**config.mk**
```make
export PLATFORM = sky130hd
export DESIGN_NAME = byte_to_radix_text_dump
export DESIGN_NICKNAME = d
export VERILOG_FILES = /design/src/sv/b2r_pkg.sv /design/src/sv/b2r_cfg.sv /design/src/sv/b2r_front.sv /design/src/sv/b2r_back.sv /design/src/sv/byte_to_radix_text_dump.sv
export VERILOG_INCLUDE_DIRS = /design/src /design/src/sv
export SDC_FILE = /design/constraint.sdc
export NUM_CORES = 1
export LEC_CHECK = 0
export BUFFER_PORTS_ARGS = -buffer_cell sky130_fd_sc_hd__buf_2
export CORE_UTILIZATION = 50
export DETAILED_ROUTE_END_ITERATION = 7
export MAX_ROUTING_LAYER = met4
export PLACE_DENSITY = 0.84
export REMOVE_ABC_BUFFERS = 1
export SLEW_MARGIN = 25
export SYNTH_ARGS = -nofsm -noshare
export SYNTH_HDL_FRONTEND = slang
export SYNTH_SLANG_ARGS = --single-unit
```
**constraint.sdc**
```tcl
create_clock -name i_clk -period 3.2 [get_ports i_clk]
set_input_delay 0.64 -clock i_clk [delete_from_list [all_inputs] [get_ports i_clk]]
set_output_delay 0.64 -clock i_clk [all_outputs]
set_load 0.005 [all_outputs]
```
**src/sv/byte_to_radix_text_dump_defines.svh**
```systemverilog
// Assertion macros for the files that check their own logic; only the top level uses them.
`ifndef BYTE_TO_RADIX_TEXT_DUMP_DEFINES_SVH
`define BYTE_TO_RADIX_TEXT_DUMP_DEFINES_SVH

// Checked on every clock edge outside reset.
`define B2R_ASSERT(label, prop, msg) \
    label: assert property (@(posedge i_clk) disable iff (!i_rst_n) (prop)) else $error(msg);

// Checked on every clock edge, reset included.
`define B2R_ASSERT_ALWAYS(label, prop, msg) \
    label: assert property (@(posedge i_clk) (prop)) else $error(msg);

`endif

```
**src/sv/b2r_pkg.sv**
```systemverilog
// ----------------------------------------------------------------------------
// b2r_pkg
// Types, codes and character functions of the byte to radix text encoder.
// ----------------------------------------------------------------------------
package b2r_pkg;

    localparam int SEPARATOR_MAX = 4;
    localparam int SEP_IDX_W     = $clog2(SEPARATOR_MAX);
    localparam int QUEUE_DEPTH   = 2;
    localparam int QUEUE_AW      = $clog2(QUEUE_DEPTH);

    // Radix codes.
    localparam logic [1:0] RADIX_HEX = 2'd0;
    localparam logic [1:0] RADIX_OCT = 2'd1;
    localparam logic [1:0] RADIX_BIN = 2'd2;

    // Register indexes.
    localparam logic [2:0] REG_RADIX_MODE  = 3'd0;
    localparam logic [2:0] REG_UPPER_CASE  = 3'd1;
    localparam logic [2:0] REG_SPLIT_EVERY = 3'd2;
    localparam logic [2:0] REG_SEP_LENGTH  = 3'd3;
    localparam logic [2:0] REG_SEP_CHARS   = 3'd4;
    localparam logic [2:0] REG_LEN_LIMIT   = 3'd5;

    typedef struct packed {
        logic [1:0]  radix_mode;
        logic        upper_case;
        logic [7:0]  split_every;
        logic [2:0]  separator_length;
        logic [31:0] separator_chars;
        logic [15:0] length_limit;
    } t_cfg;

    // One classified item waiting for the back end.
    typedef struct packed {
        logic [7:0] data_byte;
        logic       start;
        logic [3:0] ndig;
    } t_item;

    function automatic logic [3:0] digit_count(input logic [1:0] radix);
        logic [3:0] n;
        case (radix)
            RADIX_HEX: n = 4'd2;
            RADIX_OCT: n = 4'd3;
            RADIX_BIN: n = 4'd8;
            default:   n = 4'd0;
        endcase
        return n;
    endfunction

    // ASCII character of digit idx of a byte, most significant digit first.
    function automatic logic [7:0] digit_char(input logic [1:0] radix, input logic upper,
                                              input logic [7:0] b, input logic [2:0] idx);
        logic [3:0] v;
        case (radix)
            RADIX_HEX: v = (idx == 3'd0) ? b[7:4] : b[3:0];
            RADIX_OCT: begin
                case (idx)
                    3'd0:    v = {2'b00, b[7:6]};
                    3'd1:    v = {1'b0, b[5:3]};
                    default: v = {1'b0, b[2:0]};
                endcase
            end
            RADIX_BIN: v = {3'b000, b[3'd7 - idx]};
            default:   v = 4'd0;
        endcase
        if (v < 4'd10) begin
            return 8'h30 + {4'h0, v};
        end
        return (upper ? 8'h41 : 8'h61) + {4'h0, v} - 8'd10;
    endfunction

endpackage

```
**src/sv/b2r_cfg.sv**
```systemverilog
// ----------------------------------------------------------------------------
// b2r_cfg
// Configuration register bank with its write channel.
// ----------------------------------------------------------------------------
module b2r_cfg
    import b2r_pkg::*;
(
    input  logic        i_clk,
    input  logic        i_rst_n,
    input  logic        i_cfg_valid,
    output logic        o_cfg_ready,
    input  logic [2:0]  i_cfg_index,
    input  logic [31:0] i_cfg_data,
    output t_cfg        o_cfg
);

    t_cfg r_cfg;

    assign o_cfg_ready = 1'b1;
    assign o_cfg       = r_cfg;

    always_ff @(posedge i_clk) begin
        if (!i_rst_n) begin
            r_cfg.radix_mode       <= RADIX_HEX;
            r_cfg.upper_case       <= 1'b0;
            r_cfg.split_every      <= 8'd0;
            r_cfg.separator_length <= 3'd0;
            r_cfg.separator_chars  <= 32'd0;
            r_cfg.length_limit     <= 16'hFFFF;
        end else if (i_cfg_valid) begin
            unique case (i_cfg_index)
                REG_RADIX_MODE:  r_cfg.radix_mode       <= i_cfg_data[1:0];
                REG_UPPER_CASE:  r_cfg.upper_case       <= i_cfg_data[0];
                REG_SPLIT_EVERY: r_cfg.split_every      <= i_cfg_data[7:0];
                REG_SEP_LENGTH:  r_cfg.separator_length <= i_cfg_data[2:0];
                REG_SEP_CHARS:   r_cfg.separator_chars  <= i_cfg_data;
                REG_LEN_LIMIT:   r_cfg.length_limit     <= i_cfg_data[15:0];
                default: ;
            endcase
        end
    end

endmodule

```
**src/sv/b2r_front.sv**
```systemverilog
// ----------------------------------------------------------------------------
// b2r_front
// Accepts input items, works out their digit count and queues them.
// ----------------------------------------------------------------------------
module b2r_front
    import b2r_pkg::*;
(
    input  logic       i_clk,
    input  logic       i_rst_n,
    input  t_cfg       i_cfg,
    input  logic       i_valid,
    output logic       o_ready,
    input  logic [7:0] i_data_byte,
    input  logic       i_start,
    output logic       o_q_valid,
    output t_item      o_q_item,
    input  logic       i_q_pop
);

    t_item             r_mem [QUEUE_DEPTH];
    logic [QUEUE_AW-1:0] r_wr_ptr;
    logic [QUEUE_AW-1:0] r_rd_ptr;
    logic [QUEUE_AW:0]   r_count;
    logic              push;
    logic              pop;
    t_item             new_item;

    assign o_ready   = (r_count != (QUEUE_AW + 1)'(QUEUE_DEPTH));
    assign push      = i_valid && o_ready;
    assign o_q_valid = (r_count != '0);
    assign pop       = i_q_pop && o_q_valid;
    assign o_q_item  = r_mem[r_rd_ptr];

    always_comb begin
        new_item.data_byte = i_data_byte;
        new_item.start     = i_start;
        new_item.ndig      = digit_count(i_cfg.radix_mode);
    end

    always_ff @(posedge i_clk) begin
        if (push) begin
            r_mem[r_wr_ptr] <= new_item;
        end
        if (!i_rst_n) begin
            r_wr_ptr <= '0;
            r_rd_ptr <= '0;
            r_count  <= '0;
        end else begin
            if (push) begin
                r_wr_ptr <= r_wr_ptr + QUEUE_AW'(1);
            end
            if (pop) begin
                r_rd_ptr <= r_rd_ptr + QUEUE_AW'(1);
            end
            if (push && !pop) begin
                r_count <= r_count + (QUEUE_AW + 1)'(1);
            end else if (pop && !push) begin
                r_count <= r_count - (QUEUE_AW + 1)'(1);
            end
        end
    end

endmodule

```
**src/sv/b2r_back.sv**
```systemverilog
// ----------------------------------------------------------------------------
// b2r_back
// Character sequencer: digits, separators, counters and the output register.
// ----------------------------------------------------------------------------
module b2r_back
    import b2r_pkg::*;
(
    input  logic        i_clk,
    input  logic        i_rst_n,
    input  t_cfg        i_cfg,
    input  logic        i_q_valid,
    input  t_item       i_q_item,
    output logic        o_q_pop,
    output logic        o_valid,
    input  logic        i_ready,
    output logic [7:0]  o_char,
    output logic        o_last,
    output logic [16:0] o_count,
    output logic        o_busy
);

    typedef enum logic [1:0] {ST_IDLE, ST_DIGIT, ST_SEP} t_state;

    localparam logic [2:0] SEP_MAX_L = 3'(SEPARATOR_MAX);

    t_state               r_state, n_state;
    logic [7:0]           r_byte, n_byte;
    logic [3:0]           r_ndig, n_ndig;
    logic [2:0]           r_dig_idx, n_dig_idx;
    logic [SEP_IDX_W-1:0] r_sep_idx, n_sep_idx;
    logic [16:0]          r_cnt, n_cnt;
    logic [7:0]           r_dss, n_dss;
    logic                 r_out_valid, n_out_valid;
    logic [7:0]           r_out_char, n_out_char;
    logic                 r_out_last, n_out_last;
    logic [16:0]          r_out_cnt, n_out_cnt;

    logic        adv;
    logic [16:0] lim;
    logic [16:0] cnt_n;
    logic [16:0] cnt_base;
    logic [7:0]  dss_inc;
    logic [2:0]  len_eff;
    logic        trig;
    logic        sep_go;
    logic        sep_end;
    logic        last_digit;

    assign adv        = !r_out_valid || i_ready;
    assign lim        = {1'b0, i_cfg.length_limit};
    assign cnt_n      = r_cnt + 17'd1;
    assign dss_inc    = r_dss + 8'd1;
    assign len_eff    = (i_cfg.separator_length > SEP_MAX_L) ? SEP_MAX_L
                                                             : i_cfg.separator_length;
    // The digit count may already stand above a newly written split value.
    assign trig       = (i_cfg.split_every != 8'd0) && !(dss_inc < i_cfg.split_every);
    // Once one separator character is blocked by the limit all later ones are too.
    assign sep_go     = trig && (len_eff != 3'd0) && (cnt_n < lim);
    assign sep_end    = (3'(r_sep_idx) == len_eff - 3'd1) || !(cnt_n < lim);
    assign last_digit = ({1'b0, r_dig_idx} == r_ndig - 4'd1);
    assign cnt_base   = i_q_item.start ? 17'd0 : r_cnt;

    always_comb begin
        n_state     = r_state;
        n_byte      = r_byte;
        n_ndig      = r_ndig;
        n_dig_idx   = r_dig_idx;
        n_sep_idx   = r_sep_idx;
        n_cnt       = r_cnt;
        n_dss       = r_dss;
        n_out_valid = adv ? 1'b0 : r_out_valid;
        n_out_char  = r_out_char;
        n_out_last  = r_out_last;
        n_out_cnt   = r_out_cnt;
        o_q_pop     = 1'b0;
        unique case (r_state)
            ST_IDLE: begin
                if (i_q_valid) begin
                    o_q_pop   = 1'b1;
                    n_cnt     = cnt_base;
                    n_dss     = i_q_item.start ? 8'd0 : r_dss;
                    n_byte    = i_q_item.data_byte;
                    n_ndig    = i_q_item.ndig;
                    n_dig_idx = 3'd0;
                    n_sep_idx = '0;
                    // Unused radix or a reached limit: the item leaves no character.
                    if (i_q_item.ndig != 4'd0 && cnt_base < lim) begin
                        n_state = ST_DIGIT;
                    end
                end
            end
            ST_DIGIT: begin
                if (adv) begin
                    n_out_valid = 1'b1;
                    n_out_char  = digit_char(i_cfg.radix_mode, i_cfg.upper_case,
                                             r_byte, r_dig_idx);
                    n_out_cnt   = cnt_n;
                    n_out_last  = 1'b0;
                    n_cnt       = cnt_n;
                    if (i_cfg.split_every != 8'd0) begin
                        n_dss = trig ? 8'd0 : dss_inc;
                    end
                    if (sep_go) begin
                        n_state   = ST_SEP;
                        n_sep_idx = '0;
                    end else if (last_digit) begin
                        n_out_last = 1'b1;
                        n_state    = ST_IDLE;
                    end else begin
                        n_dig_idx = r_dig_idx + 3'd1;
                    end
                end
            end
            ST_SEP: begin
                if (adv) begin
                    n_out_valid = 1'b1;
                    n_out_char  = i_cfg.separator_chars[8*r_sep_idx +: 8];
                    n_out_cnt   = cnt_n;
                    n_out_last  = 1'b0;
                    n_cnt       = cnt_n;
                    if (sep_end) begin
                        if (last_digit) begin
                            n_out_last = 1'b1;
                            n_state    = ST_IDLE;
                        end else begin
                            n_dig_idx = r_dig_idx + 3'd1;
                            n_state   = ST_DIGIT;
                        end
                    end else begin
                        n_sep_idx = r_sep_idx + SEP_IDX_W'(1);
                    end
                end
            end
            default: n_state = ST_IDLE;
        endcase
    end

    always_ff @(posedge i_clk) begin
        r_byte     <= n_byte;
        r_ndig     <= n_ndig;
        r_dig_idx  <= n_dig_idx;
        r_sep_idx  <= n_sep_idx;
        r_out_char <= n_out_char;
        r_out_last <= n_out_last;
        r_out_cnt  <= n_out_cnt;
        if (!i_rst_n) begin
            r_state     <= ST_IDLE;
            r_cnt       <= 17'd0;
            r_dss       <= 8'd0;
            r_out_valid <= 1'b0;
        end else begin
            r_state     <= n_state;
            r_cnt       <= n_cnt;
            r_dss       <= n_dss;
            r_out_valid <= n_out_valid;
        end
    end

    assign o_valid = r_out_valid;
    assign o_char  = r_out_char;
    assign o_last  = r_out_last;
    assign o_count = r_out_cnt;
    assign o_busy  = (r_state != ST_IDLE);

endmodule

```
**src/sv/byte_to_radix_text_dump.sv**
```systemverilog
// An accepted item is written into the queue and then loaded from it into the back end
// registers; its first character is registered into the output register once the output can advance.
// Each item gives 2, 3 or 8 digit characters plus any separators, and the back end loads a
// new item only from its idle state. An item that gives no characters is still popped by the back end.
// Reset is synchronous and active low; it restores the register defaults and clears the
// counters and the queue.
// ----------------------------------------------------------------------------
// byte_to_radix_text_dump
// Renders bytes as hex, octal or binary ASCII text with optional separators.
// ----------------------------------------------------------------------------
`include "byte_to_radix_text_dump_defines.svh"

module byte_to_radix_text_dump
    import b2r_pkg::*;
(
    input  logic        i_clk,
    input  logic        i_rst_n,
    input  logic        i_s_axis_tvalid,
    output logic        o_s_axis_tready,
    input  logic [7:0]  i_s_axis_tdata,  // [7:0] data_byte
    input  logic        i_s_axis_tuser,  // [0] start_of_buffer
    output logic        o_m_axis_tvalid,
    input  logic        i_m_axis_tready,
    output logic [31:0] o_m_axis_tdata,  // [7:0] text_char, [24:8] chars_so_far, rest 0
    output logic        o_m_axis_tlast,
    input  logic        i_cfg_valid,
    output logic        o_cfg_ready,
    input  logic [2:0]  i_cfg_index,
    input  logic [31:0] i_cfg_data
);

    t_cfg        cfg;
    logic        q_valid;
    t_item       q_item;
    logic        q_pop;
    logic [7:0]  out_char;
    logic [16:0] out_count;
    logic        back_busy;

    b2r_cfg u_cfg (
        .i_clk       (i_clk),
        .i_rst_n     (i_rst_n),
        .i_cfg_valid (i_cfg_valid),
        .o_cfg_ready (o_cfg_ready),
        .i_cfg_index (i_cfg_index),
        .i_cfg_data  (i_cfg_data),
        .o_cfg       (cfg)
    );

    b2r_front u_front (
        .i_clk       (i_clk),
        .i_rst_n     (i_rst_n),
        .i_cfg       (cfg),
        .i_valid     (i_s_axis_tvalid),
        .o_ready     (o_s_axis_tready),
        .i_data_byte (i_s_axis_tdata),
        .i_start     (i_s_axis_tuser),
        .o_q_valid   (q_valid),
        .o_q_item    (q_item),
        .i_q_pop     (q_pop)
    );

    b2r_back u_back (
        .i_clk     (i_clk),
        .i_rst_n   (i_rst_n),
        .i_cfg     (cfg),
        .i_q_valid (q_valid),
        .i_q_item  (q_item),
        .o_q_pop   (q_pop),
        .o_valid   (o_m_axis_tvalid),
        .i_ready   (i_m_axis_tready),
        .o_char    (out_char),
        .o_last    (o_m_axis_tlast),
        .o_count   (out_count),
        .o_busy    (back_busy)
    );

    assign o_m_axis_tdata = {7'd0, out_count, out_char};

    // Every character delivered has been counted.
    `B2R_ASSERT(a_count_nonzero, o_m_axis_tvalid |-> (out_count != 17'd0), "zero character count")
    // A character that is not the last of its item means the sequencer still owns that item.
    `B2R_ASSERT(a_busy_mid_item, (o_m_axis_tvalid && !o_m_axis_tlast) |-> back_busy, "item left unfinished")
    // Nothing is offered in the cycle after reset.
    `B2R_ASSERT_ALWAYS(a_reset_quiet, !i_rst_n |=> !o_m_axis_tvalid, "output valid after reset")

endmodule

```
-- Word level (Yosys, flattened, before mapping)
Memories as Yosys holds them, arrays and structs flattened. A register that Yosys moved wholly into a read port is not among the register bits.
Index checks and enable logic that the tools add are counted.
- memories kept: 1
- memory bits (writable): 26
- register bits after elaboration: 137
- output and inout bits: 36
- memories (memory ; depth ; bits a word ; rd ports ; clocked after Yosys merged registers in ; write ports ; RTL line ; RTL):
    u_front.r_mem ; 2 ; 13 ; 1 ; 1 ; 1 ; b2r_front.sv:20 ; t_item r_mem [QUEUE_DEPTH];
- add/sub/neg operators: 14
- eq/ne operators: 25
- shift operators: 1
- multiplexer cells: 67
- $lt $le $gt $ge: 6
- reduce and logical (&&, ||, !) cells: 43
- operators with widths (kind ; count):
    $mux 8 ; 9
    $mux 17 ; 3
    $lt 17x16->1 ; 2
    $pmux 17 s2 ; 1
    $pmux 8 s2 ; 2
    $shiftx 32x6->8 ; 1
    $mux 2 ; 14
    $pmux 4 s3 ; 2
    $mux 3 ; 7
    $mux 1 ; 19
    $reduce_and 6->1 ; 3
    $add 17x1->17 const B ; 1
    $ne 2x1->1 const B ; 8
    $reduce_and 2->1 ; 8
    $mux 4 ; 3
    $pmux 2 s3 ; 2
    $reduce_bool 2->1 ; 5
    $pmux 3 s3 ; 1
    $add 8x1->8 const B ; 1
    $add 8x4->8 ; 1
    $logic_and 1x1->1 ; 8
    $lt 8x8->1 ; 1
    $ne 2x2->1 const B ; 4
    $reduce_bool 8->1 ; 1
    other kinds (33) ; 49

-- Depth between registers and ports, before layout
- depth in word-level cells: 13
- depth in mapped cells: 14

-- Modules after synthesis
A second synthesis with hierarchy kept.
- cells, all modules: 843
- area total of the unflattened synthesis: 8703.3 µm²
- modules (own cells, without submodules) (module ; cells each ; sequential area each (µm²) ; times used ; area an instance (µm²)):
    b2r_back ; 508 ; 1851.8 ; 1 ; 4944.7
    b2r_cfg ; 261 ; 1241.2 ; 1 ; 2573.7
    b2r_front ; 66 ; 820.8 ; 1 ; 1128.6
    byte_to_radix_text_dump ; 8 ; 0.0 ; 1 ; 56.3

-- Least setup slack after synthesis
No wires, ideal clock.
- kind: reg2reg
- start: reg u_back.r_cnt[0]
- end: reg u_back.r_dig_idx[0] (enable)
- setup time: 383 ps
- cell stages (with the launch flop): 14
- required time: 2817 ps
- arrival: 3129 ps
- setup slack: -312 ps
- buffers on the path: 0
- cells stage by stage: dfxtp_1 ha_1 and3_1 nand3_2 nor2b_1 nand3_1 xnor2_1 ha_1 and3_1 o21ai_0 a21oi_1 o21a_1 nor2_1 a2111oi_0
- word-level cells in the longest chain between the ends: 6
- elaborated cells on any way between the ends: 8
- classes of those cells: add/sub: 1; order compare: 1; eq/ne: 2; reduce/logical: 4
- ends and longest elaborated chain (what ; RTL line ; RTL):
    from (decl) ; b2r_back.sv:31 ; logic [16:0] r_cnt, n_cnt;
    from (signal assigned) ; b2r_back.sv:153 ; r_cnt <= n_cnt;
    $add 17x1->17 (*) ; b2r_back.sv:51 ; assign cnt_n = r_cnt + 17'd1;
    via u_back.cnt_n[10] ; b2r_back.sv:40 ; logic [16:0] cnt_n;
    $lt 17x16->1 (*) ; b2r_back.sv:58, b2r_back.sv:59 ;
    $logic_not 1->1 ; b2r_back.sv:59 ; assign sep_end = (3'(r_sep_idx) == len_eff - 3'd1) || !(cnt_n < lim);
    $logic_or 1x1->1 ; b2r_back.sv:59 ;
    $ne 2x1->1 (no line) ; n/a ;
    $reduce_and 6->1 (no line) (*) ; n/a ;
    to (signal assigned) ; b2r_back.sv:141 ; r_dig_idx <= n_dig_idx;
    to (decl) ; b2r_back.sv:29 ; logic [2:0] r_dig_idx, n_dig_idx;
The timed path passes the listed nets; every way through them passes the cells marked *.
A chain may end at the register's enable or synchronous reset.

-- Final worst setup path
- start: reg u_back.r_cnt[0]
- end: reg u_back.r_dig_idx[1] (enable)
The elaborated chain is that of the path after synthesis.

==> reports/qor.csv <==
metric;value;unit
Worst Path Arrival;3.44;ns
Max Slew Vio Count;0;
Setup Viol. Count Final;8;
Area after DPL;0.00915;sq mm
Design Power;6.51;mW
DRT Pass-1 Iters;5;
Remaining DRCs;0;
H-Tree Depth;4;
fillers;1226;
clock sink count;161;
Primary FF master, synth;dfxtp_1;
synthesized instance count;825;
num rows;46;
P&R area growth vs syn;21.5;%
total power density per cell area;647;mW/mm^2
remaining antenna violation count;0;
mux contribution to synthesized area;6.08;%
final count of hold timing violations;0;
Worst EP required;3.36;ns
Skew-Pair Late Insertion Delay;0.44;ns
number of synthesized flops with an enable pin;66;
Final Cycle Share;103;%
Synth top area share;23.9;%
power share of the clock group;30.3;%
post-synthesis simple-gate area fraction;17.6;%
final setup margin;-0.0824;ns
synth unique cells;57;
die area;0.0171;sq mm
wire per inst;17.9;um
worst slew pin tran;0.755;ns
Seq/Total Area, Yosys;46.9;%
Die Height;131;um
Async S/R FF share, synth;0;%
GR Util All Layers;25.6;%
Synth Area in Compound Gates;13.9;%
sequential power share;42.1;%
Critical Path Sink Type;flip-flop;
via density per instance;5.82;
Max Clock Freq;0.305;GHz
P_leak;4.12;nW
Sw Share;32.5;%
Core Region;0.0160;sq mm
Worst Hold Class;in -> reg;
Post-Syn Area per Cell;10.0;sq um
clk buf depth;2;
Cells after DPL;1131;
initial antenna violation count;0;
area leader, netlist;edfxtp_1;
antenna diode count;0;
largest family of logic cells by synthesized area;simple AND/OR/NAND/NOR gates;
synth warn;0;
total CTS buffers;17;
CTS root buf;clkbuf_16;
maximum VDD drop;470;uV
largest net degree at the start of global routing;40;
xor and xnor area share after synthesis;3.39;%
Net Switching;2.12;mW
CTS tree;done;
top post-synthesis cells by count;nand2_1 (107), dfxtp_1 (95), edfxtp_1 (66);
via count;6847;
DRT iter0 DRCs;692;
clk slew on worst S/H paths;0.07;ns
synthesized cell area;0.00828;sq mm
top cells by area, synth;edfxtp_1 (24%), dfxtp_1 (23%), ha_1 (7.7%);
Worst Skew;0.00820;ns
most common cell in the netlist;nand2_1;
startpoint types;flip-flop;
vias in the first global route;6355;
share of layout cells above drive strength 1;25.2;%
DP HPWL;14000;um
RSZ-0062 raised after global routing;true;
Internal;4.39;mW
Slew HR;49.1;%
failing checks;negative setup slack;
Starting Density;51.7;%
Gate power share;27.6;%
fin nets;1047;
die width;131;um
GPL Wtd Cong;0.892;
Tmin final;3.28;ns
PortBufs;76;
Crit Path Class;reg -> reg;
GRT Residual Overflow;0;
DRT Wirelength;21100;um
status;finished with violations;
first-pass GRT wire length;31900;um
Ports;85;
crit path max fanout;5;
Seq cells post-synth;161;
post-synthesis adder-cell area fraction;7.71;%
Finished Cell Area;0.0101;sq mm
Max-Cap Viols;0;
setup TNS;-0.521;ns
Non-Filler Instances;1176;
path summary, 6_finish.rpt:
kind | startpoint | endpoint | slack, ns | cells after the start
worst max-delay path | u_back.r_cnt[0] | u_back.r_dig_idx[1] | -0.08 | 14
worst min-delay path | i_s_axis_tdata[4] | u_front.r_mem[1][9] | 0.39 | 1
worst max register to register | u_back.r_cnt[0] | u_back.r_dig_idx[1] | -0.08 | 14
worst min register to register | u_cfg.o_cfg[30] | u_cfg.o_cfg[30] | 0.46 | 2
per-stage QoR:
| stage | setup slack [ns] | util (%) | hold slack, ns |
|---|---|---|---|
| after CTS | -0.0000320 | 61.8 | 0.378 |
| after floorplan | -0.312 | - | 0.440 |
| final | -0.0824 | 62.9 | 0.386 |
| after global placement | -0.114 | 57.2 | 0.448 |
| after global routing | -0.120 | 62.9 | 0.373 |
| after detailed placement | -0.204 | 57.2 | 0.453 |
registers in the layout (all words and copies together) (netlist names), named ones only:
register	flops
u_back.o_char	8
u_back.o_count	17
u_back.o_last	1
u_back.r_byte	8
u_back.r_cnt	17
u_back.r_dig_idx	3
u_back.r_dss	8
u_back.r_ndig	3
u_back.r_sep_idx	2
u_back.r_state	2
u_cfg.o_cfg	62
u_front.r_count	2
u_front.r_mem	24
u_front.r_rd_ptr	1
u_front.r_wr_ptr	1
cells in the final DEF (no fill, tap or decap), drive strengths merged, types with 3 or more instances in the layout:
| cell type | n |
|---|---|
| nand4 | 5 |
| a211oi | 7 |
| mux2 | 14 |
| a31oi | 3 |
| nor2 | 40 |
| o21ai | 25 |
| nand2b | 16 |
| ha | 51 |
| or3 | 7 |
| inv | 53 |
| clkbuf | 18 |
| nand2 | 107 |
| buf | 141 |
| and3 | 4 |
| xnor2 | 20 |
| nor3 | 13 |
| a21boi | 41 |
| edfxtp | 66 |
| nor3b | 3 |
| o211ai | 22 |
| mux2i | 12 |
| a22oi | 7 |
| a21o | 10 |
| nand3 | 14 |
| o21a | 7 |
| dfxtp | 95 |
| mux4 | 10 |
| a21oi | 30 |
| conb | 8 |
| and2 | 35 |
| xor2 | 12 |
| o22ai | 4 |
| nor2b | 32 |
per-layer routing:
layer  vias to the layer above  part of all wire (%)  GRT usage (%)
met4                         0                   4.4           13.6
met5                         -                     0              -
met2                       362                    46           39.2
li1                       3130                     -              -
met1                      3268                    41           32.1
met3                        87                   8.1           4.97
power by group through the flow:
stage / sequential, mW / clock, mW / combinational (mW)
2_1_floorplan: 2.79 / 0 / 1.05
3_3_place_gp: 2.76 / 0 / 1.68
3_5_place_dp: 2.77 / 0 / 1.72
4_1_cts: 2.73 / 1.98 / 1.75
5_1_grt: 2.77 / 2.08 / 1.95
6_report: 2.74 / 1.97 / 1.80
area by class of cell:
| type | instances | area, sq um | area share, % |
|---|---|---|---|
| repair buffers | 141 | 872 | 8.67 |
| clock inverters | 14 | 133 | 1.32 |
| flip-flops and latches | 161 | 3890 | 38.7 |
| multi-input cells | 583 | 4290 | 42.6 |
| clock buffers | 18 | 439 | 4.37 |
| inverters | 43 | 161 | 1.60 |
| well taps | 216 | 270 | 2.69 |
kinds of logic after synthesis:
family | Yosys count
AOI/OAI and AO/OA | 169
xor gates and xnor gates | 32
adders and majority gates | 51
buffers and inverters | 87
DFF | 161
muxes | 36
other | 2
and+or+nand+nor | 287
critical path: stages, from the launching register on:
cell and delay (ns):
dfxtp_4 0.37, ha_4 0.14, and3_4 0.19, nand3_4 0.13, nor2b_4 0.16, nand3_2 0.11, xnor2_2 0.16, ha_1 0.32
a21o_1 0.14, a31oi_2 0.10, a21oi_1 0.26, o21a_2 0.29, nor2_4 0.08, a2111oi_2 0.36, buf_4 0.19
repair_timing:
action                                  4_1_cts  5_1_grt
setup buffers                                 7        6
pin swaps                                    14       21
endpoints found under the setup margin        8        8
hold buffers                                  0        0
gates resized for setup                      28       20
(Power assumes the default switching activity.)
